[src/rtl/core/spn_pkg.sv]
// Shared types, constants and helper functions for the SPN block cipher.
package spn_pkg;

   localparam int WORD_W         = 16;
   localparam int NIB_W          = 4;
   localparam int NUM_NIBS       = WORD_W / NIB_W;
   localparam int NUM_KEYS       = 4;
   localparam int CSR_IDX_W      = 2;
   localparam int DEFAULT_ROUNDS = 3;
   // Rounds past this one keep reusing its key.
   localparam int LAST_ROUND_KEY = 2;
   localparam int FINAL_KEY      = 3;

   typedef logic [WORD_W-1:0] word_type;
   typedef logic [NIB_W-1:0]  nibble_type;
   typedef word_type          key_array_type [NUM_KEYS];

   typedef enum logic [CSR_IDX_W-1:0] {
      CSR_ROUND_KEY_0 = 2'd0,
      CSR_ROUND_KEY_1 = 2'd1,
      CSR_ROUND_KEY_2 = 2'd2,
      CSR_ROUND_KEY_3 = 2'd3
   } csr_index_type;

   localparam nibble_type SBOX [16] = '{
      4'h5, 4'h2, 4'h6, 4'h8, 4'h1, 4'hd, 4'h7, 4'he,
      4'h4, 4'hf, 4'hc, 4'ha, 4'hb, 4'h3, 4'h0, 4'h9
   };

   // Output bit i (MSB first) takes input bit PERM[i] (MSB first).
   localparam logic [3:0] PERM [WORD_W] = '{
      4'd0, 4'd4, 4'd8,  4'd12, 4'd1, 4'd5, 4'd9,  4'd13,
      4'd2, 4'd6, 4'd10, 4'd14, 4'd3, 4'd7, 4'd11, 4'd15
   };

   function automatic word_type substitute(input word_type v);
      word_type res;
      res = '0;
      for (int n = 0; n < NUM_NIBS; n++) begin
         res[n*NIB_W +: NIB_W] = SBOX[v[n*NIB_W +: NIB_W]];
      end
      return res;
   endfunction

   function automatic word_type permute(input word_type v);
      word_type res;
      res = '0;
      for (int i = 0; i < WORD_W; i++) begin
         res[WORD_W-1-i] = v[WORD_W-1-int'(PERM[i])];
      end
      return res;
   endfunction

endpackage

[src/rtl/core/spn_if.sv]
// Valid/ready stream interfaces for the plaintext and ciphertext channels.
interface spn_req_if;
   logic              valid;
   logic              ready;
   spn_pkg::word_type plaintext;

   modport source (output valid, output plaintext, input ready);
   modport sink   (input valid, input plaintext, output ready);
endinterface

interface spn_rsp_if;
   logic              valid;
   logic              ready;
   spn_pkg::word_type ciphertext;

   modport source (output valid, output ciphertext, input ready);
   modport sink   (input valid, input ciphertext, output ready);
endinterface

[src/rtl/core/spn_rounds.sv]
// Unrolled SPN round datapath: key mix, S-box layer, bit transpose per round (none in the last).
module spn_rounds #(
   parameter int ROUNDS = spn_pkg::DEFAULT_ROUNDS
) (
   input  spn_pkg::word_type      plaintext,
   input  spn_pkg::key_array_type keys,
   output spn_pkg::word_type      ciphertext
);

   spn_pkg::word_type stage_val [ROUNDS];

   assign stage_val[0] = plaintext;

   // Full rounds: mix key, substitute, transpose.
   for (genvar r = 0; r < ROUNDS - 1; r++) begin : g_round
      localparam int KI = (r < spn_pkg::LAST_ROUND_KEY) ? r : spn_pkg::LAST_ROUND_KEY;
      assign stage_val[r+1] =
         spn_pkg::permute(spn_pkg::substitute(stage_val[r] ^ keys[KI]));
   end

   // Last round skips the transpose, then the final key goes on.
   localparam int LAST_KI = (ROUNDS - 1 < spn_pkg::LAST_ROUND_KEY) ?
                            ROUNDS - 1 : spn_pkg::LAST_ROUND_KEY;

   assign ciphertext = spn_pkg::substitute(stage_val[ROUNDS-1] ^ keys[LAST_KI])
                       ^ keys[spn_pkg::FINAL_KEY];

endmodule

[src/rtl/core/spn_block_cipher_encrypt.sv]
// Top level of the 16-bit SPN block cipher encryptor.
// Encrypts one 16-bit plaintext word per cycle with a small substitution-permutation
// cipher: ROUNDS rounds (default 3, at least 1) of key XOR, 4-bit S-box on each
// nibble and a 4x4 bit transpose, the last round without transpose, then a final key
// XOR. A word accepted on req_if moves to rsp_if through the input register and the
// result register; the block takes a new word every cycle unless rsp_if stalls. The
// rate is set by the unrolled round logic, in one stage between the input register
// and the result register. Round keys live in four 16-bit registers written through
// the csr_ port (index 0 to 3, reset 0); write them only while no word is in flight.
module spn_block_cipher_encrypt #(
   parameter int ROUNDS = spn_pkg::DEFAULT_ROUNDS
) (
   input  logic                             clock,
   input  logic                             reset,
   spn_req_if.sink                          req_if,
   spn_rsp_if.source                        rsp_if,
   input  logic                             csr_we,
   input  logic [spn_pkg::CSR_IDX_W-1:0]    csr_index,
   input  spn_pkg::word_type                csr_wdata
);

   spn_pkg::key_array_type key_ff, key_in;

   logic              s1_valid_ff, s1_valid_in;
   spn_pkg::word_type pt_ff, pt_in;
   logic              rsp_valid_ff, rsp_valid_in;
   spn_pkg::word_type ct_ff, ct_in;
   spn_pkg::word_type cipher_comb;

   logic out_adv;
   logic s1_adv;

   // Key registers: load the addressed key, hold the rest.
   always_comb begin
      key_in = key_ff;
      if (csr_we) begin
         case (spn_pkg::csr_index_type'(csr_index))
            spn_pkg::CSR_ROUND_KEY_0: key_in[0] = csr_wdata;
            spn_pkg::CSR_ROUND_KEY_1: key_in[1] = csr_wdata;
            spn_pkg::CSR_ROUND_KEY_2: key_in[2] = csr_wdata;
            spn_pkg::CSR_ROUND_KEY_3: key_in[3] = csr_wdata;
            default: key_in = key_ff;
         endcase
      end
   end

   // Handshake: the result register frees up when empty or taken, and the
   // input register advances whenever its word can move on.
   assign out_adv = !rsp_valid_ff || rsp_if.ready;
   assign s1_adv  = !s1_valid_ff || out_adv;
   assign req_if.ready = s1_adv;

   always_comb begin
      s1_valid_in = s1_adv ? req_if.valid : s1_valid_ff;
      pt_in       = (s1_adv && req_if.valid) ? req_if.plaintext : pt_ff;
   end

   spn_rounds #(
      .ROUNDS (ROUNDS)
   ) u_rounds (
      .plaintext  (pt_ff),
      .keys       (key_ff),
      .ciphertext (cipher_comb)
   );

   always_comb begin
      rsp_valid_in = out_adv ? s1_valid_ff : rsp_valid_ff;
      ct_in        = (out_adv && s1_valid_ff) ? cipher_comb : ct_ff;
   end

   always_ff @(posedge clock) begin
      if (reset) begin
         s1_valid_ff  <= 1'b0;
         rsp_valid_ff <= 1'b0;
         for (int k = 0; k < spn_pkg::NUM_KEYS; k++) begin
            key_ff[k] <= '0;
         end
      end else begin
         s1_valid_ff  <= s1_valid_in;
         rsp_valid_ff <= rsp_valid_in;
         key_ff       <= key_in;
      end
   end

   // Payload registers carry no reset.
   always_ff @(posedge clock) begin
      pt_ff <= pt_in;
      ct_ff <= ct_in;
   end

   assign rsp_if.valid      = rsp_valid_ff;
   assign rsp_if.ciphertext = ct_ff;

`ifndef ASSERT_OFF
   // An accepted word lands in the input register.
   a_accept_fills_s1 : assert property (@(posedge clock) disable iff (reset)
      req_if.valid && req_if.ready |=> s1_valid_ff)
      else $error("accepted word did not reach input register");

   // A word leaving the input register shows up as a result with its ciphertext.
   a_s1_to_rsp : assert property (@(posedge clock) disable iff (reset)
      s1_valid_ff && out_adv |=> rsp_valid_ff && (ct_ff == $past(cipher_comb)))
      else $error("result register missed a word or its ciphertext");

   // An empty result register never blocks the input side.
   a_ready_when_empty : assert property (@(posedge clock) disable iff (reset)
      !rsp_valid_ff |-> req_if.ready)
      else $error("input stalled with empty result register");
`endif

endmodule
[src/flat_wrapper.sv]
// flat-port wrapper written by rule: the top's interface ports become plain ports
module spn_block_cipher_encrypt_flat 
#(
   parameter int ROUNDS = spn_pkg::DEFAULT_ROUNDS
)
  (clock, reset, csr_we, csr_index, csr_wdata, req_if_valid, req_if_plaintext, req_if_ready, rsp_if_valid, rsp_if_ciphertext, rsp_if_ready);
  spn_req_if req_if_i ();
  spn_rsp_if rsp_if_i ();
  input  logic clock;
  input  logic reset;
  input  logic csr_we;
  input  logic [spn_pkg::CSR_IDX_W-1:0] csr_index;
  input  spn_pkg::word_type csr_wdata;
  input wire logic [$bits(req_if_i.valid)-1:0] req_if_valid;
  input wire logic [$bits(req_if_i.plaintext)-1:0] req_if_plaintext;
  output wire logic [$bits(req_if_i.ready)-1:0] req_if_ready;
  output wire logic [$bits(rsp_if_i.valid)-1:0] rsp_if_valid;
  output wire logic [$bits(rsp_if_i.ciphertext)-1:0] rsp_if_ciphertext;
  input wire logic [$bits(rsp_if_i.ready)-1:0] rsp_if_ready;
  assign req_if_i.valid = req_if_valid;
  assign req_if_i.plaintext = req_if_plaintext;
  assign req_if_ready = req_if_i.ready;
  assign rsp_if_valid = rsp_if_i.valid;
  assign rsp_if_ciphertext = rsp_if_i.ciphertext;
  assign rsp_if_i.ready = rsp_if_ready;
  spn_block_cipher_encrypt #(.ROUNDS(ROUNDS)) u_core (.clock(clock), .reset(reset), .req_if(req_if_i), .rsp_if(rsp_if_i), .csr_we(csr_we), .csr_index(csr_index), .csr_wdata(csr_wdata));
endmodule
[config.mk]
export PLATFORM = sky130hd
export DESIGN_NAME = spn_block_cipher_encrypt_flat
export DESIGN_NICKNAME = d
export VERILOG_FILES = /design/src/rtl/core/spn_pkg.sv /design/src/rtl/core/spn_if.sv /design/src/rtl/core/spn_rounds.sv /design/src/rtl/core/spn_block_cipher_encrypt.sv /design/src/flat_wrapper.sv
export SDC_FILE = /design/constraint.sdc
export NUM_CORES = 1
export LEC_CHECK = 0
export ABC_CLOCK_PERIOD_IN_PS = 9000
export BUFFER_PORTS_ARGS = -buffer_cell sky130_fd_sc_hd__buf_2
export CORE_MARGIN = 2
export CORE_UTILIZATION = 50
export CTS_CLUSTER_SIZE = 20
export DETAILED_ROUTE_END_ITERATION = 6
export GPL_ROUTABILITY_DRIVEN = 0
export GPL_TIMING_DRIVEN = 1
export PLACE_DENSITY = 0.73
export SLEW_MARGIN = 25
export SYNTH_ARGS = -nofsm -noshare
export SYNTH_HDL_FRONTEND = slang
export SYNTH_SLANG_ARGS = --single-unit
[constraint.sdc]
create_clock -name clock -period 9 [get_ports clock]
set_input_delay 0.45 -clock clock [delete_from_list [all_inputs] [get_ports clock]]
set_output_delay 0.45 -clock clock [all_outputs]
set_load 0.1 [all_outputs]
==> summary.txt <==
STA
  – Max Clk Rate: 217 MHz
  – Final period utilization: 51.1%
  – Min cycle time layout: 4.60 ns
  – Final setup viols: 0
  – Skew final: about 0.01 ns
  – RSZ-0062 raised after global routing: false
  – Rel. slew slack: 37.5%
  – Final hold violation count: 0
  – Fin Setup TNS: 0 ns
  – Slew @ Worst Pin: 0.930 ns
  – Slew Limit Fails: 0

Placed design
  – DP Area: 6620 um2
  – Placed Instances: roughly 900
  – DP Wirelength: 10.3 mm
  – Port buffer count: 56

Clock tree
  – Clock sinks: 98
  – Resized Gates After CTS: 0
  – CTS H-tree lvls: 3
  – CTS tree: yes
  – CTS Hold Buffers Added: 0
  – Worst-Skew Late Latency: 0.35 ns
  – Postcts setup bufs: 0
  – CTS Buf Count: 9
  – CTS Buffer Depth: 2
  – Clock root buffer master: clkbuf_16
  – Clock slew at reported path FFs: ~0.070 ns

Global routing
  – Total gr overflow: 0
  – Global-route wire length before repair: between 20 and 25 mm
  – Initial antenna violation count: 0
  – GRT Util Overall: 21.7%
  – Largest net degree at the start of global routing: 67
  – Vias in the first global route: 4,747

Floorplanning
  – Chip height: 115 um
  – # rows: 40
  – Top-Level Pins: 57
  – Die width: around 120 um
  – DIE AREA: about 13,000 um2
  – Core area: 12,100 um2
  – Starting Density: 51.3%

Final layout
  – Final #Nets: 791
  – Layout area overhead: 11.7%
  – Fillcell total: between 1,000 and 1,500
  – Area of the multi-input gates: ~3700 um2
  – Core Util, Final: 57.3%
  – Share of cells above drive strength 1: 16.5%
  – N_diodes: 0
  – Fin cells: 896
  – Final Cell Area: 6910 um2
  – Register area: roughly 2300 um2

Power and ir drop
  – Pwr Total: 1.72 mW
  – P_int: 1.01 mW
  – Clock power share: 21.8%
  – Peak VDD IR: 114 uV
  – Pwr Density: 248 nW/um2
  – Comb power frac: 47.4%
  – Switch Pwr: 704 uW
  – Switching share of power: 41.1%
  – Seq pwr share: 30.7%
  – Leak pwr: roughly 2.7 nW

Routing
  – Antenna-violating nets left: 0
  – DR vias: 5,008
  – # DRC: 0
  – Routed wire length: 13.9 mm
  – First DRT Iteration DRCs: approximately 270
  – WL/cell: ~16 um
  – Via-per-instance ratio: around 5.6
  – Initial DRT Pass Iterations: 7

Logic synthesis
  – Warnings from Yosys: 0
  – Register area share after synthesis: 36.9%
  – Ys flop type: dfxtp_1
  – Syn nets: roughly 740
  – Synth async-reset ratio: 0%
  – Mapped Avg Cell Area: 9.16 um2
  – Post-synth cell types: 69
  – Synth Instances: just under 700
  – Number of flops mapped to enable cells by yosys: 32
  – #FFs+latches synth: 98
  – Synthesized area: 6190 um2

Worst setup path
  – Crit path max fanout: 11
  – Slowest CP cell: xnor2_1
  – Top Family by Delay on Critical Path: XOR/XNOR gates
  – Crit path buffers/inverters: 2
  – Critical-path cell list: xor2_1, inv_1, ha_1, mux4_2, xnor2_1, o21ai_1, a221oi_1, xnor2_1, inv_1, ha_1, and3_1, or3_1, o221ai_2
  – Critical Path Sink Type: flip-flop
  – Critical path data arrival time: between 4 and 5 ns
  – Worst reg2reg endpoint: u_core.rsp_if.ciphertext[11]$_DFFE_PP_
  – R2r worst-path depth: 13
  – Max stage delay on crit path: 0.75 ns
  – WP data required: ~9 ns
  – Worst Path Class, Setup: reg2reg
  – R2R Setup Slk: 4.40 ns
  – FF-to-FF Start: u_core.pt_ff[12]$_DFFE_PP_
  – Crit start category: flip-flop

Outcome
  – Status: complete, no violations

Min path
  – Min-Delay Path Class: in2reg
  – Hold EP: u_core.pt_ff[8]$_DFFE_PP_
  – Hold path startpoint: req_if_plaintext[8]
  – Hold Path Cell Cnt: 1

Run
  – Max cap viols: 0
[stage by stage]
stage          setup slack, ns  hold slack [ns]
6_report                  4.40            0.277
5_1_grt                   4.11            0.268
4_1_cts                   4.45            0.269
3_5_place_dp              4.46            0.458
3_3_place_gp              4.70            0.444
2_1_floorplan             5.20            0.436
[layout by cell type (no fill, tap or decap), types with 4 or more instances in the layout]
cell       synthesis  routed
a211o_1            4       4
clkbuf_16          0       9
nor2b_1            6       6
a21oi_1           74      74
o211ai_1          13      13
or3_1              6       6
o21ai_0            9       9
xor2_2            10      10
dfxtp_1           66      66
nor2_1            18      18
nand2_1          135     135
nor3_1            20      20
and3_1             8       8
inv_2              4       4
buf_2              1      56
a211oi_1           4       4
xnor2_1           47      46
inv_1             25      25
o21ai_1            5       5
ha_1              29      29
nor4_1             5       5
nand3_1            9       9
buf_4              1       4
xnor2_2            6       7
xor2_1            19      19
edfxtp_1          32      32
and2_1             4       4
mux2i_1           26      26
[logic make-up (layout without fill, tap and decap cells)]
group                    count (synthesis)  count (layout)  share of synthesized area [%]
AO/OA/AOI/OAI                          148             148                           16.2
flip-flops                              98              98                           36.9
buffers and inverters                   52             105                           3.24
multiplexers                            32              32                           5.66
AND/OR/NAND/NOR                        230             230                           16.9
adder cells (fa/ha/maj)                 29              29                           5.87
XOR/XNOR                                86              86                           15.3
[power by group through the flow]
stage / combinational (mW) / clock (mW) / sequential (mW)
2_1_floorplan: 0.521 / 0 / 0.674
3_3_place_gp: 0.765 / 0 / 0.536
3_5_place_dp: 0.802 / 0 / 0.537
4_1_cts: 0.810 / 0.379 / 0.528
5_1_grt: 0.890 / 0.397 / 0.531
6_report: 0.814 / 0.374 / 0.527
[synth_stat cells (all sizes together) (4+ instances only)]
library cell,n,area [um2]
mux2,4,45.0
o211ai,13,97.6
dfxtp,66,1320
clkbuf,20,75.1
a211oi,4,30.0
nor3,20,100
inv,29,109
mux2i,26,260
and2,4,25.0
or3,6,37.5
ha,29,363
a311oi,4,41.3
nand3,9,45.0
a221oi,6,88.8
a211o,4,35.0
and3,8,50.1
edfxtp,32,961
nand2,136,513
o21ai,15,78.8
xor2,31,384
nor2b,6,37.5
nor2,19,73.8
nor4,6,43.8
xnor2,54,537
a21oi,74,370
[how the worst max path moves through the flow]
stage | start | to | depth (start not counted)
final | u_core.pt_ff[12]$_DFFE_PP_ | u_core.rsp_if.ciphertext[11]$_DFFE_PP_ | 13
after global routing | u_core.pt_ff[12]$_DFFE_PP_ | u_core.rsp_if.ciphertext[11]$_DFFE_PP_ | 13
after CTS | u_core.pt_ff[12]$_DFFE_PP_ | u_core.rsp_if.ciphertext[11]$_DFFE_PP_ | 13
after detailed placement | u_core.pt_ff[12]$_DFFE_PP_ | u_core.rsp_if.ciphertext[11]$_DFFE_PP_ | 13
after global placement | u_core.pt_ff[12]$_DFFE_PP_ | u_core.rsp_if.ciphertext[7]$_DFFE_PP_ | 13
after floorplan | u_core.pt_ff[12]$_DFFE_PP_ | u_core.rsp_if.ciphertext[7]$_DFFE_PP_ | 14
[sequential cells by signal, indices dropped and copies added, names as in the netlist]
| register | cells |
|---|---|
| u_core.key_ff | 64 |
| u_core.pt_ff | 16 |
| u_core.rsp_if.ciphertext | 16 |
| u_core.rsp_if.valid | 1 |
| u_core.s1_valid_ff | 1 |
[layer usage]
layer	track usage [%]	wire [um]	vias up
li1	-	-	2470
met4	9.32	431	0
met3	3.80	605	31
met1	26.9	6100	2374
met5	0	0	-
met2	37.1	6790	133
[area by class of cell]
cell class                      count  area share, %
Sequential cell                    98           33.0
Inverter                           29           1.58
Timing Repair Buffer               60           4.49
Tap cell                          168           3.04
Clock inverter                      2          0.145
Multi-Input combinational cell    525           53.7
Clock buffer                       14           3.97
No activity file was read; power rests on OpenSTA's default activity.
